**config.mk**
```make
export PLATFORM = sky130hd
export DESIGN_NAME = char_lcd_4bit_controller
export DESIGN_NICKNAME = d
export VERILOG_FILES = /design/src/rtl/core/clcd_pkg.sv /design/src/rtl/core/char_lcd_4bit_controller.sv /design/src/rtl/core/clcd_decode.sv /design/src/rtl/core/clcd_mem.sv
export SDC_FILE = /design/constraint.sdc
export NUM_CORES = 1
export LEC_CHECK = 0
export BUFFER_PORTS_ARGS = -buffer_cell sky130_fd_sc_hd__buf_2
export CAP_MARGIN = 20
export CORE_ASPECT_RATIO = 2
export CORE_UTILIZATION = 25
export CTS_CLUSTER_SIZE = 24
export DETAILED_ROUTE_END_ITERATION = 12
export GPL_TIMING_DRIVEN = 0
export SYNTH_ARGS = -nofsm -noshare
export SYNTH_HDL_FRONTEND = slang
export SYNTH_SLANG_ARGS = --single-unit
```
**constraint.sdc**
```tcl
create_clock -name clk -period 2.55 [get_ports clk]
set_clock_uncertainty 0.1 [all_clocks]
set_input_delay 0.255 -clock clk [delete_from_list [all_inputs] [get_ports clk]]
set_output_delay 0.255 -clock clk [all_outputs]
set_load 0.05 [all_outputs]
```
**src/rtl/core/clcd_pkg.sv**
```systemverilog
// Shared types and constants for the character LCD 4-bit controller.
package clcd_pkg;

    localparam int MEM_CELLS = 80;
    localparam int COLS      = 16;
    localparam int MEM_IDX_W = $clog2(MEM_CELLS);

    localparam int CURSOR_W = 7;
    localparam int CHAR_W   = 8;
    localparam int NIB_W    = 4;
    localparam int COL_W    = 4;

    localparam int IN_TDATA_W  = 16;
    localparam int OUT_TDATA_W = 24;

    // Item kinds carried on the slave tuser bit
    localparam logic OP_PIN  = 1'b0;
    localparam logic OP_READ = 1'b1;

    // Register select levels
    localparam logic RS_CMD  = 1'b0;

    // Command bytes and init nibbles
    localparam logic [CHAR_W-1:0] CMD_CLEAR   = 8'h01;
    localparam logic [CHAR_W-1:0] CMD_HOME    = 8'h02;
    localparam logic [NIB_W-1:0]  INIT_NIB_A  = 4'h2;
    localparam logic [NIB_W-1:0]  INIT_NIB_B  = 4'h3;
    localparam logic [CHAR_W-1:0] CHAR_SPACE  = 8'h20;
    localparam logic [CHAR_W-1:0] CHAR_NONE   = 8'h00;

    // Controller state kept between items
    typedef struct packed {
        logic [CURSOR_W-1:0] cursor;
        logic [NIB_W-1:0]    high_half;
        logic                pending;
        logic                last_en;
    } clcd_state_t;

    // Display memory write request
    typedef struct packed {
        logic                 we;
        logic                 clear;
        logic [MEM_IDX_W-1:0] addr;
        logic [CHAR_W-1:0]    data;
    } clcd_wr_t;

endpackage

```
**src/rtl/core/char_lcd_4bit_controller.sv**
```systemverilog
// Top level of the character LCD 4-bit bus controller.
// Usage:
//   The slave stream carries one item per transaction. tuser[0] is the kind:
//   0 = pin update (port byte, register select and enable level as seen on the
//   LCD bus), 1 = read of the character shown at a row and column.
//   A falling edge of enable across two pin updates latches DB4-DB7 (port bits
//   7..4); two nibbles, high then low, form a command or data byte.
//   The master stream returns one result per accepted item: the character read
//   (0 for pin updates), the cursor after the item, the pending-nibble flag and
//   a flag that a byte was completed and executed.
//   Path: an item passes through two stages, the input register and then the
//   result register, before its result appears on the master side.
//   Throughput: one item per cycle unless stalled; the display memory has one
//   write and one registered read port and each item uses at most one of them.
//   The clear command drops all per-cell valid bits at once, so the whole
//   display reads as spaces.
//   Reset: cursor, nibble state and enable history go to zero and every cell
//   reads as a space; no clearing pass is needed, items are taken right away.
//   Stall: when the master side holds tready low, the result register holds,
//   one more item waits in the input register, then tready drops.
module char_lcd_4bit_controller
(
    input  logic                                 clk,
    input  logic                                 rst_n,
    input  logic                                 s_axis_tvalid,
    output logic                                 s_axis_tready,
    // [7:0] port_byte, [8] reg_select, [9] enable_pin, [10] row, [14:11] column
    input  logic [clcd_pkg::IN_TDATA_W-1:0]      s_axis_tdata,
    // [0] op
    input  logic [0:0]                           s_axis_tuser,
    output logic                                 m_axis_tvalid,
    input  logic                                 m_axis_tready,
    // [7:0] shown_char, [14:8] cursor, [15] nibble_pending, [16] byte_done
    output logic [clcd_pkg::OUT_TDATA_W-1:0]     m_axis_tdata
);

    // input register
    logic                              in_valid_reg;
    logic                              in_op_reg;
    logic [clcd_pkg::CHAR_W-1:0]       in_port_reg;
    logic                              in_rs_reg;
    logic                              in_en_reg;
    logic                              in_row_reg;
    logic [clcd_pkg::COL_W-1:0]        in_col_reg;

    // result register (read data lives in the memory's read register)
    logic                              out_valid_reg;
    logic                              out_op_reg;
    logic                              out_hit_reg;
    logic [clcd_pkg::CURSOR_W-1:0]     out_cursor_reg;
    logic                              out_pend_reg;
    logic                              out_done_reg;

    clcd_pkg::clcd_state_t             state_reg;
    clcd_pkg::clcd_state_t             state_next;
    clcd_pkg::clcd_wr_t                wr;
    logic                              done_next;
    logic                              advance;
    logic                              take_in;
    logic                              pin_fire;
    logic                              read_fire;
    logic [clcd_pkg::CURSOR_W-1:0]     rd_full_addr;
    logic                              rd_hit;
    logic [clcd_pkg::CHAR_W-1:0]       rd_data;
    logic [clcd_pkg::CHAR_W-1:0]       shown_char;

    // move the input stage forward when the result stage is free or draining
    assign advance       = in_valid_reg && (!out_valid_reg || m_axis_tready);
    assign s_axis_tready = !in_valid_reg || advance;
    assign take_in       = s_axis_tvalid && s_axis_tready;
    assign pin_fire      = advance && (in_op_reg == clcd_pkg::OP_PIN);
    assign read_fire     = advance && (in_op_reg == clcd_pkg::OP_READ);

    // address row*0x40+column; outside the visible columns reads a space
    assign rd_full_addr = {in_row_reg, 2'b00, in_col_reg};
    assign rd_hit       = ({2'b00, in_col_reg} < 6'(clcd_pkg::COLS)) &&
                          ({1'b0, rd_full_addr} < 8'(clcd_pkg::MEM_CELLS));

    clcd_decode u_decode
    (
        .active     (pin_fire),
        .state      (state_reg),
        .port_byte  (in_port_reg),
        .reg_select (in_rs_reg),
        .enable_pin (in_en_reg),
        .state_next (state_next),
        .wr         (wr),
        .byte_done  (done_next)
    );

    clcd_mem u_mem
    (
        .clk     (clk),
        .rst_n   (rst_n),
        .wr      (wr),
        .rd_en   (read_fire),
        .rd_addr (rd_full_addr[clcd_pkg::MEM_IDX_W-1:0]),
        .rd_data (rd_data)
    );

    always_ff @(posedge clk or negedge rst_n)
    begin
        if (!rst_n)
        begin
            in_valid_reg  <= 1'b0;
            out_valid_reg <= 1'b0;
            state_reg     <= '0;
        end
        else
        begin
            if (take_in)
            begin
                in_valid_reg <= 1'b1;
            end
            else if (advance)
            begin
                in_valid_reg <= 1'b0;
            end

            if (advance)
            begin
                out_valid_reg <= 1'b1;
                state_reg     <= state_next;
            end
            else if (m_axis_tready)
            begin
                out_valid_reg <= 1'b0;
            end
        end
    end

    // payload registers
    always_ff @(posedge clk)
    begin
        if (take_in)
        begin
            in_op_reg   <= s_axis_tuser[0];
            in_port_reg <= s_axis_tdata[7:0];
            in_rs_reg   <= s_axis_tdata[8];
            in_en_reg   <= s_axis_tdata[9];
            in_row_reg  <= s_axis_tdata[10];
            in_col_reg  <= s_axis_tdata[14:11];
        end
        if (advance)
        begin
            out_op_reg     <= in_op_reg;
            out_hit_reg    <= rd_hit;
            out_cursor_reg <= state_next.cursor;
            out_pend_reg   <= state_next.pending;
            out_done_reg   <= done_next;
        end
    end

    always_comb
    begin
        if (out_op_reg == clcd_pkg::OP_READ)
        begin
            shown_char = out_hit_reg ? rd_data : clcd_pkg::CHAR_SPACE;
        end
        else
        begin
            shown_char = clcd_pkg::CHAR_NONE;
        end
    end

    assign m_axis_tvalid = out_valid_reg;
    assign m_axis_tdata  = {7'b0, out_done_reg, out_pend_reg, out_cursor_reg, shown_char};

`ifndef SYNTHESIS
    // a completed byte always leaves no nibble pending
    a_done_clears_pending: assert property (@(posedge clk) disable iff (!rst_n)
        out_valid_reg && out_done_reg |-> !out_pend_reg)
        else $error("byte completed with a nibble still pending");

    // reads never complete a byte
    a_read_no_done: assert property (@(posedge clk) disable iff (!rst_n)
        out_valid_reg && (out_op_reg == clcd_pkg::OP_READ) |-> !out_done_reg)
        else $error("read item reported a completed byte");

    // reads leave controller state untouched
    a_read_keeps_state: assert property (@(posedge clk) disable iff (!rst_n)
        read_fire |=> $stable(state_reg))
        else $error("read item changed controller state");

    // memory is never written and cleared together
    a_wr_exclusive: assert property (@(posedge clk) disable iff (!rst_n)
        !(wr.we && wr.clear))
        else $error("display memory write and clear in the same cycle");

    // an item stalled in the input stage stays there
    a_in_holds: assert property (@(posedge clk) disable iff (!rst_n)
        in_valid_reg && !advance |=> in_valid_reg)
        else $error("input stage dropped a stalled item");
`endif

endmodule

```
**src/rtl/core/clcd_decode.sv**
```systemverilog
// Nibble assembly and command decode for one pin update.
module clcd_decode
(
    input  logic                              active,
    input  clcd_pkg::clcd_state_t             state,
    input  logic [clcd_pkg::CHAR_W-1:0]       port_byte,
    input  logic                              reg_select,
    input  logic                              enable_pin,
    output clcd_pkg::clcd_state_t             state_next,
    output clcd_pkg::clcd_wr_t                wr,
    output logic                              byte_done
);

    logic                            falling;
    logic                            init_nib;
    logic [clcd_pkg::NIB_W-1:0]      nib;
    logic [clcd_pkg::CHAR_W-1:0]     joined_byte;
    logic                            in_range;

    assign nib         = port_byte[7:4];
    assign joined_byte = {state.high_half, nib};
    assign falling     = state.last_en && !enable_pin;
    assign init_nib    = (reg_select == clcd_pkg::RS_CMD) && !state.pending &&
                         ((nib == clcd_pkg::INIT_NIB_A) || (nib == clcd_pkg::INIT_NIB_B));
    assign in_range    = {1'b0, state.cursor} < 8'(clcd_pkg::MEM_CELLS);

    always_comb
    begin
        state_next         = state;
        state_next.last_en = enable_pin;
        wr.we              = 1'b0;
        wr.clear           = 1'b0;
        wr.addr            = state.cursor[clcd_pkg::MEM_IDX_W-1:0];
        wr.data            = joined_byte;
        byte_done          = 1'b0;

        if (falling && !init_nib)
        begin
            if (!state.pending)
            begin
                // latch the upper half and wait for the lower one
                state_next.high_half = nib;
                state_next.pending   = 1'b1;
            end
            else
            begin
                state_next.pending = 1'b0;
                byte_done          = 1'b1;
                if (reg_select == clcd_pkg::RS_CMD)
                begin
                    if (joined_byte[7])
                    begin
                        state_next.cursor = joined_byte[6:0];
                    end
                    else if (joined_byte == clcd_pkg::CMD_CLEAR)
                    begin
                        wr.clear          = 1'b1;
                        state_next.cursor = '0;
                    end
                    else if (joined_byte == clcd_pkg::CMD_HOME)
                    begin
                        state_next.cursor = '0;
                    end
                end
                else if (in_range)
                begin
                    wr.we             = 1'b1;
                    state_next.cursor = state.cursor + 7'd1;
                end
            end
        end

        // hold everything for read items and idle cycles
        if (!active)
        begin
            state_next = state;
            wr.we      = 1'b0;
            wr.clear   = 1'b0;
            byte_done  = 1'b0;
        end
    end

endmodule

```
**src/rtl/core/clcd_mem.sv**
```systemverilog
// Display memory with per-cell valid bits; an invalid cell reads as a space.
module clcd_mem
(
    input  logic                              clk,
    input  logic                              rst_n,
    input  clcd_pkg::clcd_wr_t                wr,
    input  logic                              rd_en,
    input  logic [clcd_pkg::MEM_IDX_W-1:0]    rd_addr,
    output logic [clcd_pkg::CHAR_W-1:0]       rd_data
);

    logic [clcd_pkg::CHAR_W-1:0]     mem [clcd_pkg::MEM_CELLS];
    logic [clcd_pkg::MEM_CELLS-1:0]  valid_reg;
    logic [clcd_pkg::CHAR_W-1:0]     rd_raw_reg;
    logic                            rd_valid_reg;

    always_ff @(posedge clk)
    begin
        if (wr.we)
        begin
            mem[wr.addr] <= wr.data;
        end
        if (rd_en)
        begin
            rd_raw_reg <= mem[rd_addr];
        end
    end

    always_ff @(posedge clk or negedge rst_n)
    begin
        if (!rst_n)
        begin
            valid_reg    <= '0;
            rd_valid_reg <= 1'b0;
        end
        else
        begin
            if (rd_en)
            begin
                rd_valid_reg <= valid_reg[rd_addr];
            end
            if (wr.clear)
            begin
                valid_reg <= '0;
            end
            else if (wr.we)
            begin
                valid_reg[wr.addr] <= 1'b1;
            end
        end
    end

    assign rd_data = rd_valid_reg ? rd_raw_reg : clcd_pkg::CHAR_SPACE;

endmodule
```
# == Word-level counts from Yosys, hierarchy flattened ==
# Memory sizes are Yosys's and may differ from the RTL's. A register that Yosys moved wholly into a read port is not among the register bits.
# Cells that the tools add are included.
# totals
ramBits,640
inputBits,21
output_inout_bits,26
wordCells,91
regBits,123
mem_count,1
# op_classes
reduce_logical,23
eq_ne,4
n_mux,34
n_lt_le_gt_ge,5
bitwise_logic,4
addsub,1
# mem_list
name,words,word_bits,read_ports,rd_ports_with_merged_regs,write_ports,line_no,source
u_mem.mem,80,8,1,1,1,clcd_mem.sv:12,logic [clcd_pkg::CHAR_W-1:0] mem [clcd_pkg::MEM_CELLS];
# ops
op,count
$mux W80,2
$or A80 B80 Y80,1
$mux W7,6
$mux W8,3
$lt A7 B8 Y1 const B,2
$mux W1,15
$lt A7 B7 Y1 const B,2
$mux W13,1
$mux W12,1
$logic_and A1 B1 Y1,9
$eq A4 B2 Y1 const B,2
$eq A8 B1 Y1 const B,1
$eq A8 B2 Y1 const B,1
$add A7 B1 Y7 const B,1
$demux W1 S7,1
$ge A7 B1 Y1 const B,1
$mux W2,3
$reduce_bool A2 Y1,3
$bmux W1 S5,1
$logic_not A1 Y1,5
$mux W4,1
$reduce_and A2 Y1,2
$reduce_and A4 Y1,1
$logic_or A1 B1 Y1,3
$not A1 Y1,3

# == Longest topological paths before layout ==
# depth
depth_word,9
depth_mapped,8
ltp_nobuf,6

# == Cells and area by module ==
# Synthesis repeated with hierarchy kept, for this count alone.
# unflattened
cells_unflattened,1671
area_unflattened_um2,30942.2
# by_module_without_submodules
module,cells_each,area_per_inst_um2,n_inst,seq_area_each_um2
clcd_mem,1501,28753.8,1,21485.6
char_lcd_4bit_controller,82,1535.2,1,1156.1
clcd_decode,88,653.1,1,0.0

# == Worst setup path after synthesis ==
# No wires, ideal clock.
# synth_path
path_kind,register to register
start,register out_valid_reg (netlist: m_axis_tvalid)
end,memory u_mem.mem[15][0] (netlist name) (enable)
synth_period_minus_slack_ps,2618
arrival_time_ps,2132
required_ps,2064
stages_incl_launch_ff,7
n_path_buf,1
setup_time_ps,386
path_slack_ps,-68
path_cell_list,dfrtp_1 > nand2b_1 > nand4_1 > inv_2 > buf_2 > nand2_1 > nor3_1
# synth_between
elab_chain_cells,7
# synth_lines
element,line_no,source
"start, declared",char_lcd_4bit_controller.sv:47,logic out_valid_reg;
"start signal, assigned",char_lcd_4bit_controller.sv:106,out_valid_reg <= 1'b0;
"start signal, assigned",char_lcd_4bit_controller.sv:122,out_valid_reg <= 1'b1;
"start signal, assigned",char_lcd_4bit_controller.sv:127,out_valid_reg <= 1'b0;
$logic_not A1 Y1,char_lcd_4bit_controller.sv:68,assign advance = in_valid_reg && (!out_valid_reg || m_axis_tready);
$logic_or A1 B1 Y1,char_lcd_4bit_controller.sv:68,
$logic_and A1 B1 Y1,char_lcd_4bit_controller.sv:68,
$logic_and A1 B1 Y1,char_lcd_4bit_controller.sv:71,assign pin_fire = advance && (in_op_reg == clcd_pkg::OP_PIN);
$mux W2,clcd_decode.sv:74,if (!active)
$mux W1,clcd_mem.sv:19,if (wr.we)
$mux W1 (not written as such),clcd_mem.sv:21,mem[wr.addr] <= wr.data;
"end, declared",clcd_mem.sv:12,
# No other way between the ends.

==> implementation parameters <==
Parameter                              Value

Run status
  Run status    finished clean

Yosys
  Post-Synthesis Cell Area    between 10000 and 15000 sq um
  Number of distinct library cells after synthesis    51
  Largest cells by area after synthesis    sky130_fd_sc_hd__edfxtp_1 (65%), sky130_fd_sc_hd__mux4_2 (14%), sky130_fd_sc_hd__dfrtp_1 (9.0%), sky130_fd_sc_hd__o21a_1 (1.8%), sky130_fd_sc_hd__mux2_2 (1.1%)
  Primary FF master, synth    sky130_fd_sc_hd__edfxtp_1
  Number of warnings issued by yosys    0
  Most common library cells after synthesis    sky130_fd_sc_hd__edfxtp_1 (286), sky130_fd_sc_hd__mux4_2 (80), sky130_fd_sc_hd__dfrtp_1 (48), sky130_fd_sc_hd__nor2_1 (32), sky130_fd_sc_hd__o21a_1 (32)
  Area share of the leading cell type in the synthesized netlist    64.67%
  Biggest area consumer among synthesized cells    sky130_fd_sc_hd__edfxtp_1
  Proportion of synthesized flip-flops having asynchronous set or reset    14.37%
  Number of synthesized register bits    334
  Synthesized netlist cell count    slightly below 700
  Post-synthesis sequential area ratio    73.71%
  Mean post-synth cell area    19.70 sq um
  Number of enable-type register cells in the synthesized netlist    286
  Count leader, synth    sky130_fd_sc_hd__edfxtp_1

Final layout
  Area Growth Syn to Fin    22.94%
  Fraction of layout cells with a size suffix above 1    between 30% and 40%
  Final net count    813
  Fill cell total of the finished layout    5004
  Non-filler cells, final    1475
  Antenna diode count    0
  Max reg flops    between 200 and 300

Placed design
  Detailed-placement wirelength estimate    about 23000 microns
  Number of cells after detailed placement    1387
  Weighted congestion at the end of routability-driven global placement    around 0.80
  Number of buffers added on ports    34

Drt
  Number of vias after detailed routing    roughly 6700
  DRC errors left    0
  DRT antenna net count    0
  Wire length per cell    21.50 microns
  Final WL    roughly 32000 microns
  Number of violations reported at the end of detailed-routing iteration 0    around 420
  Number of vias per cell    4.557
  Number of search-and-repair iterations in the first detailed-routing pass    4

GRT
  Antenna violations before repair    0
  Via count of the first global-routing pass    between 7000 and 8000
  Global routing usage summed across all routing layers    roughly an eighth
  Pin count of the biggest net entering global routing    37
  Global-route wire length before repair    47400 microns
  Congestion Overflow GR    0

Pwr
  Total power density per cell area    746.9 nW/um^2
  Clock power frac    a little over a third
  Switching Fraction    24.16%
  Total power after layout    0.01219 W
  Leakage power figure    ~5.4 nW
  Sequential share of power    a little under three fifths
  Switching power of the nets    0.002946 W
  Fraction of power consumed by combinational cells    8.3%
  Maximum vdd ir drop    547.8 uV
  P_int    between 0.009 and 0.01 W

Timing
  Hold Vio Cnt, Final    0
  Total of endpoints with negative setup slack in the final report    0
  Max-slew violations    0
  Setup repair after global routing missed its margin    true
  Headroom to the max-slew limit    around a third
  Share of the cycle needed by the critical path after routing    just under 100%
  Worst Hold Margin    0.1951 ns
  Final min period    2.536 ns
  Achievable Freq    about 400 MHz
  Slew at the pin closest to its max-slew limit    1.003 ns

Clock network
  TritonCTS clock tree    yes
  CTS Sinks    334
  CTS H-Tree Depth    1
  Clock Tree Root    sky130_fd_sc_hd__clkbuf_16
  Clock Tree Buf Depth    3
  Clock transition at the registers of the reported paths    0.08 ns
  Skew-Pair Late Insertion Delay    0.56 ns
  Number of CTS-inserted buffers    26

Critical path
  Reg-to-reg critical path startpoint    in_col_reg[0]$_DFFE_PP_
  Worst setup SP type    flop
  Worst Path Required    2.75 ns
  Crit path arrival time    between 2 and 3 ns
  R2R Setup Slk    0.01 ns
  Largest driver fanout on the critical path    5
  Critical Path Sink Type    flop
  R2R depth    6
  Reg-to-reg critical path endpoint    u_mem.rd_raw_reg[2]$_DFFE_PP_
  Critical path class    reg -> reg

Floorplanning
  Y dimension of the die    between 300 and 400 microns
  Initial Util    25.27%
  Number of standard-cell rows in the floorplan    119
  Horiz. Die Dim    165.0 microns
  Die area    approximately 54000 sq um
  Count of boundary I/O pins    47
  Core Box Area    52560 sq um

Run
  Max-cap violation count    0

Hold path
  Kind of path behind the tightest hold check    in -> async
-- power by group through the flow --
stage | Combinational (W) | Clock [W] | Sequential (W)
floorplan | 0.000569 | 0 | 0.00673
global placement | 0.000823 | 0 | 0.00691
detailed placement | 0.000892 | 0 | 0.00693
CTS | 0.00100 | 0.00449 | 0.00681
global route | 0.00107 | 0.00466 | 0.00684
finish | 0.00101 | 0.00439 | 0.00680
-- worst max-delay path by stage --
stage                                    from                             to  depth (start not counted)
floorplan           m_axis_tvalid$_DFFE_PN0P_     u_mem.mem[15][0]$_DFFE_PP_                          6
global placement          in_op_reg$_DFFE_PP_     u_mem.mem[15][0]$_DFFE_PP_                          6
detailed placement    in_col_reg[1]$_DFFE_PP_  u_mem.rd_raw_reg[4]$_DFFE_PP_                          5
CTS                   in_col_reg[0]$_DFFE_PP_  u_mem.rd_raw_reg[1]$_DFFE_PP_                          7
global route         state_reg[2]$_DFFE_PN0P_    out_cursor_reg[4]$_DFFE_PP_                          5
finish                in_col_reg[0]$_DFFE_PP_  u_mem.rd_raw_reg[2]$_DFFE_PP_                          6
-- final cells by class --
type | count | area, sq um | share of cell area (%)
clock inverter | 15 | 215.2 | 1.318
multi-input combinational | 297 | 3521 | 21.56
clock buffer | 32 | 694.4 | 4.253
buffer | 41 | 356.6 | 2.184
timing repair buffer | 85 | 885.9 | 5.426
tap | 665 | 832.0 | 5.096
sequential | 334 | 9799 | 60.02
inverter | 6 | 22.52 | 0.1379
-- routing by layer --
metal | up-vias | track usage, % | part of all wire, %
met3 | 62 | 1.048 | 3.2
met1 | 3506 | 11.84 | 33
met4 | 0 | 7.698 | 5.7
met2 | 178 | 23.71 | 58
li1 | 2976 | - | -
met5 | - | 0 | 0
-- cell usage in the layout, fill, tap and decap left out, types with 7 or more instances in the layout --
| master | n |
|---|---|
| sky130_fd_sc_hd__edfxtp_1 | 286 |
| sky130_fd_sc_hd__mux4_2 | 80 |
| sky130_fd_sc_hd__dfrtp_1 | 44 |
| sky130_fd_sc_hd__buf_2 | 37 |
| sky130_fd_sc_hd__o21a_1 | 32 |
| sky130_fd_sc_hd__clkbuf_16 | 27 |
| sky130_fd_sc_hd__nor2_4 | 25 |
| sky130_fd_sc_hd__buf_4 | 24 |
| sky130_fd_sc_hd__nand2_1 | 19 |
| sky130_fd_sc_hd__buf_12 | 17 |
| sky130_fd_sc_hd__dlygate4sd3_1 | 16 |
| sky130_fd_sc_hd__clkbuf_1 | 15 |
| sky130_fd_sc_hd__mux2i_1 | 12 |
| sky130_fd_sc_hd__and3_1 | 9 |
| sky130_fd_sc_hd__nor2b_1 | 8 |
| sky130_fd_sc_hd__nand4_1 | 8 |
| sky130_fd_sc_hd__nand3_1 | 8 |
| sky130_fd_sc_hd__buf_16 | 7 |
| sky130_fd_sc_hd__mux2_2 | 7 |
| sky130_fd_sc_hd__conb_1 | 7 |
-- critical path: stages, from the launching register on --
cell and delay, ns:
sky130_fd_sc_hd__edfxtp_1 0.37, sky130_fd_sc_hd__buf_12 0.13, sky130_fd_sc_hd__buf_12 0.14, sky130_fd_sc_hd__buf_12 0.14, sky130_fd_sc_hd__mux4_2 0.52, sky130_fd_sc_hd__mux4_2 0.59
sky130_fd_sc_hd__mux2_4 0.29
-- timing repair --
action / in CTS / in global routing
cloned: 4 / 0
buffers inserted: 17 / 9
hold endpoints to repair: 40 / 0
resized for setup: 96 / 15
endpoints found under the setup margin: 280 / 142
hold buffers: 16 / 0
pin swaps: 11 / 4
-- cells by family (layout without fill, tap and decap cells) --
kind of cell               after synthesis  count (layout)  synth area share, %
AOI/OAI and AO/OA                       71              71                4.183
xor gates and xnor gates                 1               1              0.06596
adders and majority gates                1               1              0.09420
buffers and inverters                   49             179                2.063
DFF                                    334             334                73.71
muxes                                  105             105                15.57
other                                    1               7              0.02824
and+or+nand+nor                        112             112                4.277
-- stage by stage --
stage | worst slack, ns | utilization (%) | cell area, sq um | TNS [ns]
after floorplan | -0.06760 | - | 13300 | -1.622
after global routing | -0.06580 | 31.06 | 16330 | -0.8336
after detailed placement | -0.8048 | 27.60 | 14510 | -139.97
final | 0.01424 | 31.06 | 16330 | 0
after global placement | -1.024 | 27.22 | 14310 | -163.04
after CTS | -0.06831 | 30.91 | 16250 | -0.4071
No activity file was read; power rests on OpenSTA's default activity.
